==> config.mk <==
export PLATFORM = sky130hd
export DESIGN_NAME = staged_mute_select_panel
export DESIGN_NICKNAME = d
export VERILOG_FILES = /design/src/hdl/smsp_pkg.sv /design/src/hdl/staged_mute_select_panel.sv
export SDC_FILE = /design/constraint.sdc
export NUM_CORES = 1
export LEC_CHECK = 0
export BUFFER_PORTS_ARGS = -buffer_cell sky130_fd_sc_hd__buf_2
export CAP_MARGIN = 20
export CORE_MARGIN = 8
export CORE_UTILIZATION = 30
export CTS_BUF_LIST = sky130_fd_sc_hd__clkbuf_8
export DETAILED_ROUTE_END_ITERATION = 6
export SLEW_MARGIN = 20
export SYNTH_ARGS = -nofsm -noshare
export SYNTH_HDL_FRONTEND = slang
export SYNTH_SLANG_ARGS = --single-unit
==> constraint.sdc <==
create_clock -name clk -period 4.15 [get_ports clk]
set_clock_uncertainty 0.2 [all_clocks]
set_input_delay 0.2075 -clock clk [delete_from_list [all_inputs] [get_ports clk]]
set_output_delay 0.2075 -clock clk [all_outputs]
set_load 0.01 [all_outputs]
==> src/hdl/smsp_pkg.sv <==
`timescale 1ns / 1ps
// ----------------------------------------------------------------------------
// smsp_pkg: shared constants for the staged mute/select panel
// Channel count, configuration register map and register reset values.
// ----------------------------------------------------------------------------
package smsp_pkg;

    localparam int NUM_CHANNELS = 3;
    localparam int CH_BITS      = 3;
    localparam logic [CH_BITS-1:0] CH_MASK =
        CH_BITS'(((1 << NUM_CHANNELS) - 1) & ((1 << CH_BITS) - 1));

    localparam int ADDR_W = 4;
    localparam int DATA_W = 32;

    localparam int REG_IDX_W = 2;
    localparam logic [REG_IDX_W-1:0] REG_HOLD_TIMEOUT  = 2'd0;
    localparam logic [REG_IDX_W-1:0] REG_BLINK_DIVISOR = 2'd1;
    localparam logic [REG_IDX_W-1:0] REG_BLINK_SEED    = 2'd2;

    localparam logic [15:0] HOLD_TIMEOUT_RST  = 16'd1000;
    localparam logic [7:0]  BLINK_DIVISOR_RST = 8'd96;
    localparam logic [5:0]  BLINK_SEED_RST    = 6'b100000;

    localparam logic [15:0] HOLD_MAX = 16'hFFFF;

endpackage

==> src/hdl/staged_mute_select_panel.sv <==
`timescale 1ns / 1ps
// ----------------------------------------------------------------------------
// staged_mute_select_panel: three-channel mute/select panel controller
// Tick transactions sample the stage, mute and select buttons; clock-edge
// transactions commit armed staged changes. Each transaction yields one
// result: control lines, a 16-bit LED word with blink overlay, armed flag.
// ----------------------------------------------------------------------------
//
//  channel   handshake            payload
//  -------   ------------------   -----------------------------------------
//  in        in_valid/in_ready    operation, stage_pressed, mute_pressed,
//                                 select_pressed
//  out       out_valid/out_ready  mute_lines, select_lines, led_word, armed
//  config    APB psel/penable     paddr, pwdata, prdata (hold_timeout at 0x0,
//                                 blink_divisor at 0x4, blink_seed at 0x8)
//
//  One transaction per clock. Panel state and the result register are both
//  loaded at the accepting edge; the result is valid the cycle after.
//  in_ready is high whenever the result register is empty or being drained,
//  so a stalled output holds one result and blocks new input only then.
//  Reset clears all panel state; the blink pattern loads the blink_seed
//  reset value (0b100000).
// ----------------------------------------------------------------------------
module staged_mute_select_panel
    import smsp_pkg::*;
(
    input  logic                clk,
    input  logic                rst_n,

    input  logic                in_valid,
    output logic                in_ready,
    input  logic                operation,
    input  logic                stage_pressed,
    input  logic [CH_BITS-1:0]  mute_pressed,
    input  logic [CH_BITS-1:0]  select_pressed,

    output logic                out_valid,
    input  logic                out_ready,
    output logic [CH_BITS-1:0]  mute_lines,
    output logic [CH_BITS-1:0]  select_lines,
    output logic [15:0]         led_word,
    output logic                armed,

    input  logic                psel,
    input  logic                penable,
    input  logic                pwrite,
    input  logic [ADDR_W-1:0]   paddr,
    input  logic [DATA_W-1:0]   pwdata,
    output logic [DATA_W-1:0]   prdata,
    output logic                pready
);

    // ---------------- configuration registers ----------------
    logic [15:0] hold_timeout_reg;
    logic [7:0]  blink_divisor_reg;
    logic [5:0]  blink_seed_reg;

    logic                 cfg_wr;
    logic [REG_IDX_W-1:0] cfg_idx;

    assign pready  = 1'b1;
    assign cfg_wr  = psel & penable & pwrite;
    assign cfg_idx = paddr[ADDR_W-1:2];

    always_ff @(posedge clk or negedge rst_n)
    begin
        if (!rst_n)
        begin
            hold_timeout_reg  <= HOLD_TIMEOUT_RST;
            blink_divisor_reg <= BLINK_DIVISOR_RST;
            blink_seed_reg    <= BLINK_SEED_RST;
        end
        else if (cfg_wr)
        begin
            unique case (cfg_idx)
                REG_HOLD_TIMEOUT:  hold_timeout_reg  <= pwdata[15:0];
                REG_BLINK_DIVISOR: blink_divisor_reg <= pwdata[7:0];
                REG_BLINK_SEED:    blink_seed_reg    <= pwdata[5:0];
                default:           ; // unmapped address: write dropped
            endcase
        end
    end

    always_comb
    begin
        unique case (cfg_idx)
            REG_HOLD_TIMEOUT:  prdata = {16'd0, hold_timeout_reg};
            REG_BLINK_DIVISOR: prdata = {24'd0, blink_divisor_reg};
            REG_BLINK_SEED:    prdata = {26'd0, blink_seed_reg};
            default:           prdata = '0;
        endcase
    end

    // ---------------- panel state ----------------
    logic               armed_flag_reg,   armed_flag_next;
    logic               held_flag_reg,    held_flag_next;
    logic [15:0]        hold_count_reg,   hold_count_next;
    logic [CH_BITS-1:0] pend_mute_reg,    pend_mute_next;
    logic [CH_BITS-1:0] pend_sel_reg,     pend_sel_next;
    logic [CH_BITS-1:0] prev_mute_reg,    prev_mute_next;
    logic [CH_BITS-1:0] prev_sel_reg,     prev_sel_next;
    logic [CH_BITS-1:0] mute_state_reg,   mute_state_next;
    logic [CH_BITS-1:0] sel_state_reg,    sel_state_next;
    logic [5:0]         blink_pat_reg,    blink_pat_next;
    logic [7:0]         blink_cnt_reg,    blink_cnt_next;
    logic [15:0]        leds_next;

    // result register
    logic               out_valid_reg;
    logic [CH_BITS-1:0] out_mute_reg;
    logic [CH_BITS-1:0] out_sel_reg;
    logic [15:0]        out_leds_reg;
    logic               out_armed_reg;

    logic               accept;
    logic [CH_BITS-1:0] mb;
    logic [CH_BITS-1:0] sb;
    logic [CH_BITS-1:0] mrise;
    logic [CH_BITS-1:0] srise;
    logic [7:0]         cnt_inc;

    assign in_ready = ~out_valid_reg | out_ready;
    assign accept   = in_valid & in_ready;
    assign mb       = mute_pressed & CH_MASK;
    assign sb       = select_pressed & CH_MASK;

    always_comb
    begin
        armed_flag_next = armed_flag_reg;
        held_flag_next  = held_flag_reg;
        hold_count_next = hold_count_reg;
        pend_mute_next  = pend_mute_reg;
        pend_sel_next   = pend_sel_reg;
        prev_mute_next  = prev_mute_reg;
        prev_sel_next   = prev_sel_reg;
        mute_state_next = mute_state_reg;
        sel_state_next  = sel_state_reg;
        blink_pat_next  = blink_pat_reg;
        blink_cnt_next  = blink_cnt_reg;
        mrise           = '0;
        srise           = '0;
        cnt_inc         = blink_cnt_reg + 8'd1;

        if (operation)
        begin
            // clock edge: commit only when armed and stage released
            if (armed_flag_reg && !held_flag_reg)
            begin
                mute_state_next = (mute_state_reg ^ pend_mute_reg) & CH_MASK;
                sel_state_next  = (sel_state_reg ^ pend_sel_reg) & CH_MASK;
                pend_mute_next  = '0;
                pend_sel_next   = '0;
                armed_flag_next = 1'b0;
            end
        end
        else
        begin
            // stage button first
            if (stage_pressed)
            begin
                if (!held_flag_reg)
                begin
                    held_flag_next  = 1'b1;
                    hold_count_next = '0;
                end
                else
                begin
                    if ((hold_count_reg >= hold_timeout_reg) && armed_flag_reg)
                    begin
                        armed_flag_next = 1'b0;
                        pend_mute_next  = '0;
                        pend_sel_next   = '0;
                    end
                    if (hold_count_reg != HOLD_MAX)
                        hold_count_next = hold_count_reg + 16'd1;
                end
            end
            else
            begin
                if (held_flag_reg)
                begin
                    if (armed_flag_reg)
                    begin
                        mute_state_next = (mute_state_reg ^ pend_mute_reg) & CH_MASK;
                        sel_state_next  = (sel_state_reg ^ pend_sel_reg) & CH_MASK;
                        pend_mute_next  = '0;
                        pend_sel_next   = '0;
                        armed_flag_next = 1'b0;
                    end
                    else if ((pend_mute_reg | pend_sel_reg) != '0)
                    begin
                        armed_flag_next = 1'b1;
                    end
                end
                held_flag_next = 1'b0;
            end

            // button press edges: stage or toggle at once
            mrise = mb & ~prev_mute_reg;
            srise = sb & ~prev_sel_reg;
            if (held_flag_next)
            begin
                pend_mute_next = pend_mute_next ^ mrise;
                pend_sel_next  = pend_sel_next ^ srise;
            end
            else
            begin
                mute_state_next = mute_state_next ^ mrise;
                sel_state_next  = sel_state_next ^ srise;
            end
            prev_mute_next = mb;
            prev_sel_next  = sb;

            // blink rotation after the LED word is formed
            if (cnt_inc >= blink_divisor_reg)
            begin
                blink_pat_next = {blink_pat_reg[4:0], blink_pat_reg[5]};
                blink_cnt_next = '0;
            end
            else
            begin
                blink_cnt_next = cnt_inc;
            end
        end
    end

    // LED word from post-update state and the pre-rotation blink pattern
    always_comb
    begin
        leds_next = '0;
        for (int i = 0; i < CH_BITS; i++)
        begin
            if (i < NUM_CHANNELS)
            begin
                if (sel_state_next[i])
                    leds_next[3 + 2*i] = 1'b1;
                else
                    leds_next[2 + 2*i] = 1'b1;
                leds_next[13 + i] = mute_state_next[i];
            end
        end
        if (armed_flag_next || held_flag_next)
        begin
            for (int i = 0; i < CH_BITS; i++)
            begin
                if (pend_mute_next[i])
                    leds_next[13 + i] = leds_next[13 + i] ^ blink_pat_reg[0];
                if (pend_sel_next[i])
                    leds_next[11 - i] = leds_next[11 - i] ^ blink_pat_reg[0];
            end
            if (armed_flag_next)
                leds_next[8] = 1'b1;
        end
    end

    always_ff @(posedge clk or negedge rst_n)
    begin
        if (!rst_n)
        begin
            armed_flag_reg <= 1'b0;
            held_flag_reg  <= 1'b0;
            hold_count_reg <= '0;
            pend_mute_reg  <= '0;
            pend_sel_reg   <= '0;
            prev_mute_reg  <= '0;
            prev_sel_reg   <= '0;
            mute_state_reg <= '0;
            sel_state_reg  <= '0;
            blink_pat_reg  <= BLINK_SEED_RST;
            blink_cnt_reg  <= '0;
        end
        else if (accept)
        begin
            armed_flag_reg <= armed_flag_next;
            held_flag_reg  <= held_flag_next;
            hold_count_reg <= hold_count_next;
            pend_mute_reg  <= pend_mute_next;
            pend_sel_reg   <= pend_sel_next;
            prev_mute_reg  <= prev_mute_next;
            prev_sel_reg   <= prev_sel_next;
            mute_state_reg <= mute_state_next;
            sel_state_reg  <= sel_state_next;
            blink_pat_reg  <= blink_pat_next;
            blink_cnt_reg  <= blink_cnt_next;
        end
    end

    // result register: loads on accept, clears when drained
    always_ff @(posedge clk or negedge rst_n)
    begin
        if (!rst_n)
            out_valid_reg <= 1'b0;
        else if (accept)
            out_valid_reg <= 1'b1;
        else if (out_ready)
            out_valid_reg <= 1'b0;
    end

    always_ff @(posedge clk)
    begin
        if (accept)
        begin
            out_mute_reg  <= mute_state_next;
            out_sel_reg   <= sel_state_next;
            out_leds_reg  <= leds_next;
            out_armed_reg <= armed_flag_next;
        end
    end

    assign out_valid    = out_valid_reg;
    assign mute_lines   = out_mute_reg;
    assign select_lines = out_sel_reg;
    assign led_word     = out_leds_reg;
    assign armed        = out_armed_reg;

endmodule

# Word level (Yosys, flattened, before mapping)
# Cells that the tools add are included.
classes:
  addsub: 2
  n_lt_le_gt_ge: 2
  eq_ne: 4
  mux: 60
  n_bitwise: 20
  n_reduce_logical: 16
ops:
  columns: ["cell", "count"]
  rows:
  - ["3-bit 2-to-1 mux", 33]
  - ["16-bit case mux with 3 select lines", 1]
  - ["16-bit 2-to-1 mux", 2]
  - ["1-bit 2-to-1 mux", 23]
  - ["3-bit XOR", 6]
  - ["16-bit by 1-bit adder with 16-bit output, second input constant", 1]
  - ["16-bit greater-or-equal comparator", 1]
  - ["16-bit inequality test, second input constant", 1]
  - ["2-bit AND reduction", 7]
  - ["8-bit by 1-bit adder with 8-bit output, second input constant", 1]
  - ["8-bit greater-or-equal comparator", 1]
  - ["8-bit 2-to-1 mux", 1]
  - ["3-bit AND", 2]
  - ["3-bit NOT", 2]
  - ["4-bit AND reduction", 1]
  - ["1-bit AND", 3]
  - ["3-bit OR", 1]
  - ["3-bit AND reduction", 1]
  - ["3-bit nonzero test", 1]
  - ["1-bit XOR", 3]
  - ["2-bit by 1-bit equality test with 1-bit output, second input constant", 1]
  - ["2-bit equality test, second input constant", 1]
  - ["1-bit logical AND", 2]
  - ["2-bit logical NOT", 1]
  - ["6 further kinds", 7]
word_totals:
  ff_bits: 101
  elab_cells: 127

# Logic depth before layout (Yosys ltp)
# Gate-level depths: netlist of the first run.
logic_depth:
  depth_word: 11
  ltp_mapped: 12
  depth_no_buf: 11

# Worst setup path before layout of the first run
# No wires, ideal clock.
synth_timing:
  path_kind: "register -> register"
  from: "reg blink_cnt_reg[0]"
  to: "reg blink_pat_reg[1]"
  setup_time_ns: 0.128
  t_arrival_ns: 2.640
  required_ns: 3.822
  setup_slack_ns: 1.182
  stages_incl_launch_ff: 12
  synth_period_minus_slack_ns: 2.968
  path_cell_list: "dfrtp_1 ha_1 nand3_1 nor2_1 xor2_1 ha_1 o21a_1 a311oi_1 o311ai_2 and2_1 buf_2 mux2_1"
synth_via:
  elab_chain_cells: 3
synth_lines:
  columns: ["element", "line_no", "rtl"]
  rows:
  - ["start, declared", "staged_mute_select_panel.sv:105", "logic [7:0] blink_cnt_reg, blink_cnt_next;"]
  - ["start signal, assigned", "staged_mute_select_panel.sv:284", "blink_cnt_reg <= blink_cnt_next;"]
  - ["8-bit by 1-bit adder with 8-bit output", "staged_mute_select_panel.sv:142", "cnt_inc = blink_cnt_reg + 8'd1;"]
  - ["8-bit greater-or-equal comparator", "staged_mute_select_panel.sv:215", "if (cnt_inc >= blink_divisor_reg)"]
  - ["3-bit AND reduction (no line)", null, null]
  - ["end signal, assigned", "staged_mute_select_panel.sv:283", "blink_pat_reg <= blink_pat_next;"]
  - ["end, declared", "staged_mute_select_panel.sv:104", "logic [5:0] blink_pat_reg, blink_pat_next;"]
# No other way between the ends.
# A chain may end at the register's enable or synchronous reset.

# Worst setup path after layout of the first run
# Same ends and word-level chain as after synthesis.

==> results of run 1 <==
## worst min path at each step
| stage | slack [ps] | cells past startpoint | end | from |
|---|---|---|---|---|
| 2_1_floorplan | -290 | 0 | armed_flag_reg | rst_n |
| 3_3_place_gp | 30 | 1 | hold_count_reg[10] | rst_n |
| 3_5_place_dp | 30 | 1 | hold_count_reg[10] | rst_n |
| 4_1_cts | 150 | 2 | hold_count_reg[10] | rst_n |
| 5_1_grt | 190 | 2 | hold_count_reg[11] | rst_n |
| 6_report | 140 | 2 | hold_count_reg[10] | rst_n |
## cells by family (layout without fill, tap and decap cells)
logic type | count (synthesis) | in the layout | synth area share
simple gates | 221 | 221 | 0.186
compound gates | 124 | 124 | 0.138
flops | 98 | 98 | 0.447
buf+inv | 82 | 155 | 0.0708
xor+xnor | 32 | 32 | 0.0491
mux | 27 | 27 | 0.0504
fa+ha+maj | 26 | 26 | 0.0570
other cells | 2 | 20 | 0.00132
## what timing repair did
item | CTS | global route
endpoints found under the hold margin | 78 | 0
hold buffers | 25 | 0
endpoints found under the setup margin | 0 | 0
## critical path, delay by kind of cell (launching register included)
family	cells	cell delay, ps
flip-flops	1	460
AO/OA/AOI/OAI	3	680
buffers and inverters	1	190
adder cells (fa/ha/maj)	2	520
multiplexers	1	330
AND/OR/NAND/NOR	3	520
XOR/XNOR	1	210
## power groups by stage
stage          Clock [uW]  Sequential (uW)  Combinational [uW]
6_report              708             1370                 762
2_1_floorplan           0             1350                 549
5_1_grt               763             1390                 871
3_3_place_gp            0             1380                 733
3_5_place_dp            0             1380                 752
4_1_cts               729             1370                 775
## cells in the final DEF (no fill, tap or decap), types with 3 or more instances in the layout
cell           count
xnor2_1           22
nor4_1             8
nand4_1            7
and3b_1            3
o21ai_0           49
a21oi_1           28
buf_4             10
edfxtp_1          17
nand3_1           11
and3_1             4
o21ai_1            5
mux2i_1           13
nor2b_1            5
a211o_1            6
a21o_1             4
nor2_1            31
dfstp_2           10
nor3_1            18
inv_1             35
o211ai_1           3
conb_1            20
or2_2              4
and2_1             4
or3_1              3
buf_2             69
dfrtp_1           71
nand2_1           97
xor2_1            10
nand2b_1          12
clkbuf_8           9
nor3b_1            3
dlygate4sd3_1     25
a211oi_1           5
mux2_2            13
ha_1              26
## layer usage
metal	GRT usage	up-vias	part of all wire
met1	0.152	2117	0.47
met2	0.193	91	0.48
met4	0.0434	0	0.015
met5	0	-	0
met3	0.0205	15	0.039
li1	-	2252	-
## final cells by class
cell class,instances,area (um2)
Fill cell,1883,12000
Multi-Input combinational cell,450,2820
Sequential cell,98,2550
Timing Repair Buffer,104,671
Tap cell,234,293
Inverter,35,131
Clock buffer,9,124
Clock inverter,7,100
## metrics by stage
stage / setup WS [ps] / area [um2] / std cells / hold WS (ps)
finish: 931 / 6690 / 937 / 136
global route: 671 / 6690 / 937 / 190
CTS: 934 / 6690 / 937 / 146
detailed placement: 950 / 6220 / 896 / 31.8
global placement: 960 / 6220 / 896 / 31.6
floorplan: 1180 / 5770 / 630 / -288
==> reports/results.txt, run 1 <==
Worst-Skew Late Latency: 390 ps
Main synth FF type: dfrtp_1
CTS root buf: clkbuf_8
Hold Path Class: input pin to asynchronous set/reset pin
CP Capture Point: blink_pat_reg[1]
count leader, synth: nand2_1
routability cong.: 0.803
initial core utilization: 0.305
worst reg2reg path depth: 11
TritonCTS clock tree: yes
sw frac: 0.335
critical-path cell list: ha_1, nand3_1, nor2_1, xor2_1, ha_1, o21a_1, a311oi_1, o311ai_2, buf_4, and2_1, mux2_1
Avg Vias per Cell: 4.78
Worst path most repeated cell: ha_1
diode count: 0
largest net degree at the start of global routing: 43
routed vias: 4475
GR Util All Layers: 0.117
Synth Warn #: 0
Yosys reg bits: 98
max-cap violations: 0
clock-pin slew on the worst setup and hold paths: 100 ps
final wirelength: 13700 um
first-pass GRT wire length: 22800 um
top post-synthesis cells by area: dfrtp_1, edfxtp_1, nand2_1
pwr/cell area: 424 nW/um2
Lkg Pwr: 0.00298 uW
Critical Path AT: 3290 ps
max-slew headroom at the worst pin: 0.335
Die ar.: 23700 um2
P_int: 1890 uW
number of synthesized flops with an enable pin: 17
Critical path origin: blink_cnt_reg[0]
layout cells sized above 1: 0.186
fmax: 311 MHz
Die Y: 154 um
TritonCTS Buffers: 9
RSZ-0062 raised after global routing: false
Final HPWL DP: 9710 um
Synth Instances: 612
final hold viol count: 0
Post-synth top cells: nand2_1, dfrtp_1, o21ai_0
slowest cell delay on critical path: 460 ps
vias in the first global route: 4489
RR Endpoint: blink_pat_reg[1]
crit path kind: register to register
maximum clock path buffer count: 2
Total Power: 2840 uW
Setup Fix Bufs, Post-CTS: 0
synthesized area: 5700 um2
crit path capture type: register
Port Buffers: 70
Core Util, Final: 0.358
I/O Pins: 109
ys async rst share: 0.827
Critical Path Start Type: register
Die Width: 154 um
final count of negative-setup-slack endpoints: 0
Synth cell types: 65
Tmin final: 3220 ps
Crit path required time: 4220 ps
remaining routing DRC violations: 0
Initial DRC Count: 349
core area: 18700 um2
# nets final: 775
CTS sink cnt: 98
status: completed
antenna-violating nets left: 0
Layout area overhead: 17.3%
GR Overflow Total: 0
Slowest cell on crit path: dfrtp_1
Logic pwr share: 0.269
post-CTS sizing: 0
post-synth top area cell: dfrtp_1
Clk network pwr share: 0.250
Register-to-Register Setup Slack: 930 ps
Site Rows: 50
period utilization: 0.776
Avg WL per Cell: 14.6 um
Switch Pwr: 952 uW
Flop pwr share: 0.482
origin of the critical flop-to-flop path: blink_cnt_reg[0]
worst-path maximum fanout: 10
Worst VDD drop: 0.153 mV
Pre-antenna DRT Iters: 4
Slew Limit Fails: 0
Syn Area/Cell: 9.32 um2
initial antenna violation count: 0
H-tree levels: 3
top cell type's share of synthesized area: 0.311
Least-Margin Pin Slew: 995 ps
sequential-to-total area share from yosys stat: 0.447
TNS Setup: 0 ps
Power figures use the tool's default switching activity.
==> run 2: changes to the inputs <==
--- a/config.mk
+++ b/config.mk
@@ -5,6 +5,7 @@
 export SDC_FILE = /design/constraint.sdc
 export NUM_CORES = 1
 export LEC_CHECK = 0
+export ABC_AREA = 1
 export BUFFER_PORTS_ARGS = -buffer_cell sky130_fd_sc_hd__buf_2
 export CAP_MARGIN = 20
 export CORE_MARGIN = 8
==> constraint.sdc (replaced) <==
create_clock -name clk -period 2.6 [get_ports clk]
set_clock_uncertainty 0.2 [all_clocks]
set_input_delay 0.13 -clock clk [delete_from_list [all_inputs] [get_ports clk]]
set_output_delay 0.13 -clock clk [all_outputs]
set_load 0.01 [all_outputs]
==> run 2 against run 1 <==
Register-to-register slack worse by 910 ps. Sequential share of layout area is 2.0 points lower. Global-route usage fell by 0.11 points. Setup slack worse by 910 ps. Critical endpoint is now blink_pat_reg[4]. Highest routed layer unchanged.
==> reports/results.txt, run 2 <==
Synth Instances: 707 (was 612)
Avg Vias per Cell: 4.55 (was 4.78)
Syn Area/Cell: 8.07 um2 (was 9.32 um2)
largest net degree at the start of global routing: 49 (was 43)
Place WS: -90.1 ps (was 950 ps)
commonest cells after routing, fill and taps aside: nand2_1, inv_1, dfrtp_1, buf_2, o21ai_0 (was nand2_1, dfrtp_1, buf_2, o21ai_0, inv_1)
maximum clock path buffer count: 2 (unchanged)
Die Y: 154 um (about the same)
number of synthesized flops with an enable pin: 17 (unchanged)
synthesized area: 5700 um2 (about the same)
CTS root buf: clkbuf_8 (unchanged)
Worst VDD drop: 0.288 mV (was 0.153 mV)
layout cells sized above 1: 0.235 (was 0.186)
Port Buffers: 70 (unchanged)
top post-synthesis cells by area: dfrtp_1, nand2_1, edfxtp_1 (was dfrtp_1, edfxtp_1, nand2_1)
GR peak layer: met2 (unchanged)
post-synth top area cell: dfrtp_1 (unchanged)
H-tree levels: 3 (unchanged)
Post-synth top cells: nand2_1, inv_1, o21ai_0 (was nand2_1, dfrtp_1, o21ai_0)
Critical Path Start Type: register (unchanged)
routability cong.: 0.804 (was 0.803)
met3 usage: 0.0219 (was 0.0205)
most common cell after layout, fill and taps aside: nand2_1 (unchanged)
antenna-violating nets left: 0 (unchanged)
TNS Setup: 0 ps (unchanged)
Site Rows: 50 (unchanged)
diode count: 0 (unchanged)
remaining routing DRC violations: 0 (unchanged)
max-cap violations: 0 (unchanged)
setup ws final: 21.0 ps (was 931 ps)
crit path capture type: register (unchanged)
Critical Path AT: 2640 ps (was 3290 ps)
status: completed (unchanged)
first-pass GRT wire length: 22700 um (was 22800 um)
slowest cell delay on critical path: 360 ps (was 460 ps)
Die ar.: 23700 um2 (about the same)
Die Width: 154 um (about the same)
CTS sink cnt: 98 (unchanged)
met2 Track Usage GR: 0.188 (was 0.193)
worst-path maximum fanout: 4 (was 10)
initial antenna violation count: 0 (unchanged)
clock-pin slew on the worst setup and hold paths: 110 ps (was 100 ps)
TritonCTS Buffers: 9 (unchanged)
GR Overflow Total: 0 (unchanged)
Worst-Skew Late Latency: 380 ps (was 390 ps)
Pre-antenna DRT Iters: 4 (unchanged)
Layout area overhead: 23.8% (was 17.3%)
GR Util All Layers: 0.116 (was 0.117)
RSZ-0062 raised after global routing: true (was false)
Initial DRC Count: 301 (was 349)
# nets final: 898 (was 775)
Slew Limit Fails: 0 (unchanged)
Hold Path Class: input pin to asynchronous set/reset pin (unchanged)
Synth cell types: 44 (was 65)
vias in the first global route: 4685 (was 4489)
Main synth FF type: dfrtp_1 (unchanged)
initial core utilization: 0.305 (about the same)
Lkg Pwr: 0.00356 uW (was 0.00298 uW)
period utilization: 0.992 (was 0.776)
TritonCTS clock tree: yes (unchanged)
pwr/cell area: 716 nW/um2 (was 424 nW/um2)
final wirelength: 13800 um (was 13700 um)
final hold viol count: 0 (unchanged)
Slowest cell on crit path: dfrtp_1 (unchanged)
Total Power: 5050 uW (was 2840 uW)
critical-path cell list: inv_1, nor3_4, nand2_2, nor3_2, xor2_1, inv_1, ha_4, a21oi_2, o21a_1, nand3_2, nand2_4, mux2_4 (was ha_1, nand3_1, nor2_1, xor2_1, ha_1, o21a_1, a311oi_1, o311ai_2, buf_4, and2_1, mux2_1)
met1 Use GR: 0.152 (about the same)
crit path kind: register to register (unchanged)
Synth Warn #: 0 (unchanged)
Yosys reg bits: 98 (unchanged)
I/O Pins: 109 (unchanged)
Final HPWL DP: 9770 um (was 9710 um)
core area: 18700 um2 (unchanged)
Worst path most repeated cell: inv_1 (was ha_1)
Crit path required time: 2660 ps (was 4220 ps)
ys async rst share: 0.827 (unchanged)
Least-Margin Pin Slew: 610 ps (was 995 ps)
sequential-to-total area share from yosys stat: 0.447 (about the same)
top cell type's share of synthesized area: 0.312 (was 0.311)
count leader, synth: nand2_1 (unchanged)
Tmin final: 2580 ps (was 3220 ps)
routed vias: 4820 (was 4475)
final count of negative-setup-slack endpoints: 0 (unchanged)
Avg WL per Cell: 13.0 um (was 14.6 um)
max-slew headroom at the worst pin: 0.593 (was 0.335)
fmax: 388 MHz (was 311 MHz)
## run 2: cell type report
cell class              count  area, um2
inverters                 118        453
well taps                 234        293
multi-input cells         471       2740
repair buffers            123        843
clock buffers               9        124
flip-flops and latches     98       2550
clock inverters             7       55.1
fillers                  1922      11600
## run 2: through the flow
step	utilization	hold WS, ps	std cells	area [um2]
after global routing	0.378	75.8	1060	7060
after detailed placement	0.340	-79.7	1012	6350
final	0.378	37.4	1060	7060
after CTS	0.365	37.8	1055	6830
after floorplan	-	-366	725	5770
after global placement	0.340	-84.4	1012	6350
## run 2: per-layer routing
metal,vias up,share of wire
met5,-,0
met4,0,0.017
met3,15,0.037
met2,91,0.47
met1,2242,0.47
li1,2472,-
## run 2: final timing paths
path | start | to | slack (ps) | depth (start not counted)
min | rst_n | hold_timeout_reg[4] | 40 | 2
max in group asynchronous | rst_n | blink_pat_reg[5] | 1480 | 3
min reg2reg | blink_pat_reg[5] | blink_pat_reg[5] | 290 | 2
min in group clk | out_ready | prev_mute_reg[1] | 80 | 5
max | blink_cnt_reg[1] | blink_pat_reg[4] | 20 | 12
max reg2reg | blink_cnt_reg[1] | blink_pat_reg[4] | 20 | 12
## run 2: cells by family after synthesis
logic type,after synthesis,synth area share
and+or+nand+nor,282,0.226
muxes,3,0.00592
adders and majority gates,26,0.0570
other,2,0.00132
xor gates and xnor gates,11,0.0169
DFF,98,0.447
buffers and inverters,156,0.119
AOI/OAI and AO/OA,129,0.127
## run 2: worst max-delay path: cells and delay by family, from the launching register on
kind | cells | cell delay (ps)
flip-flops | 1 | 360
adder cells (fa/ha/maj) | 1 | 250
AND/OR/NAND/NOR | 5 | 760
multiplexers | 1 | 300
AO/OA/AOI/OAI | 2 | 250
XOR/XNOR | 1 | 150
buffers and inverters | 2 | 170
## run 2: power breakdown
part | total, uW | switching (uW) | internal, uW
Sequential | 2150 | 215 | 1940
Clock | 977 | 611 | 366
Combinational | 1930 | 1120 | 807
Total | 5050 | 1950 | 3110
## run 2: timing repair
action	in CTS	in global routing
endpoints found under the hold margin	117	0
gates resized for setup	7	56
hold buffers	26	0
pin swaps	0	28
endpoints found under the setup margin	15	23
gates cloned	1	0
buffers inserted	0	5
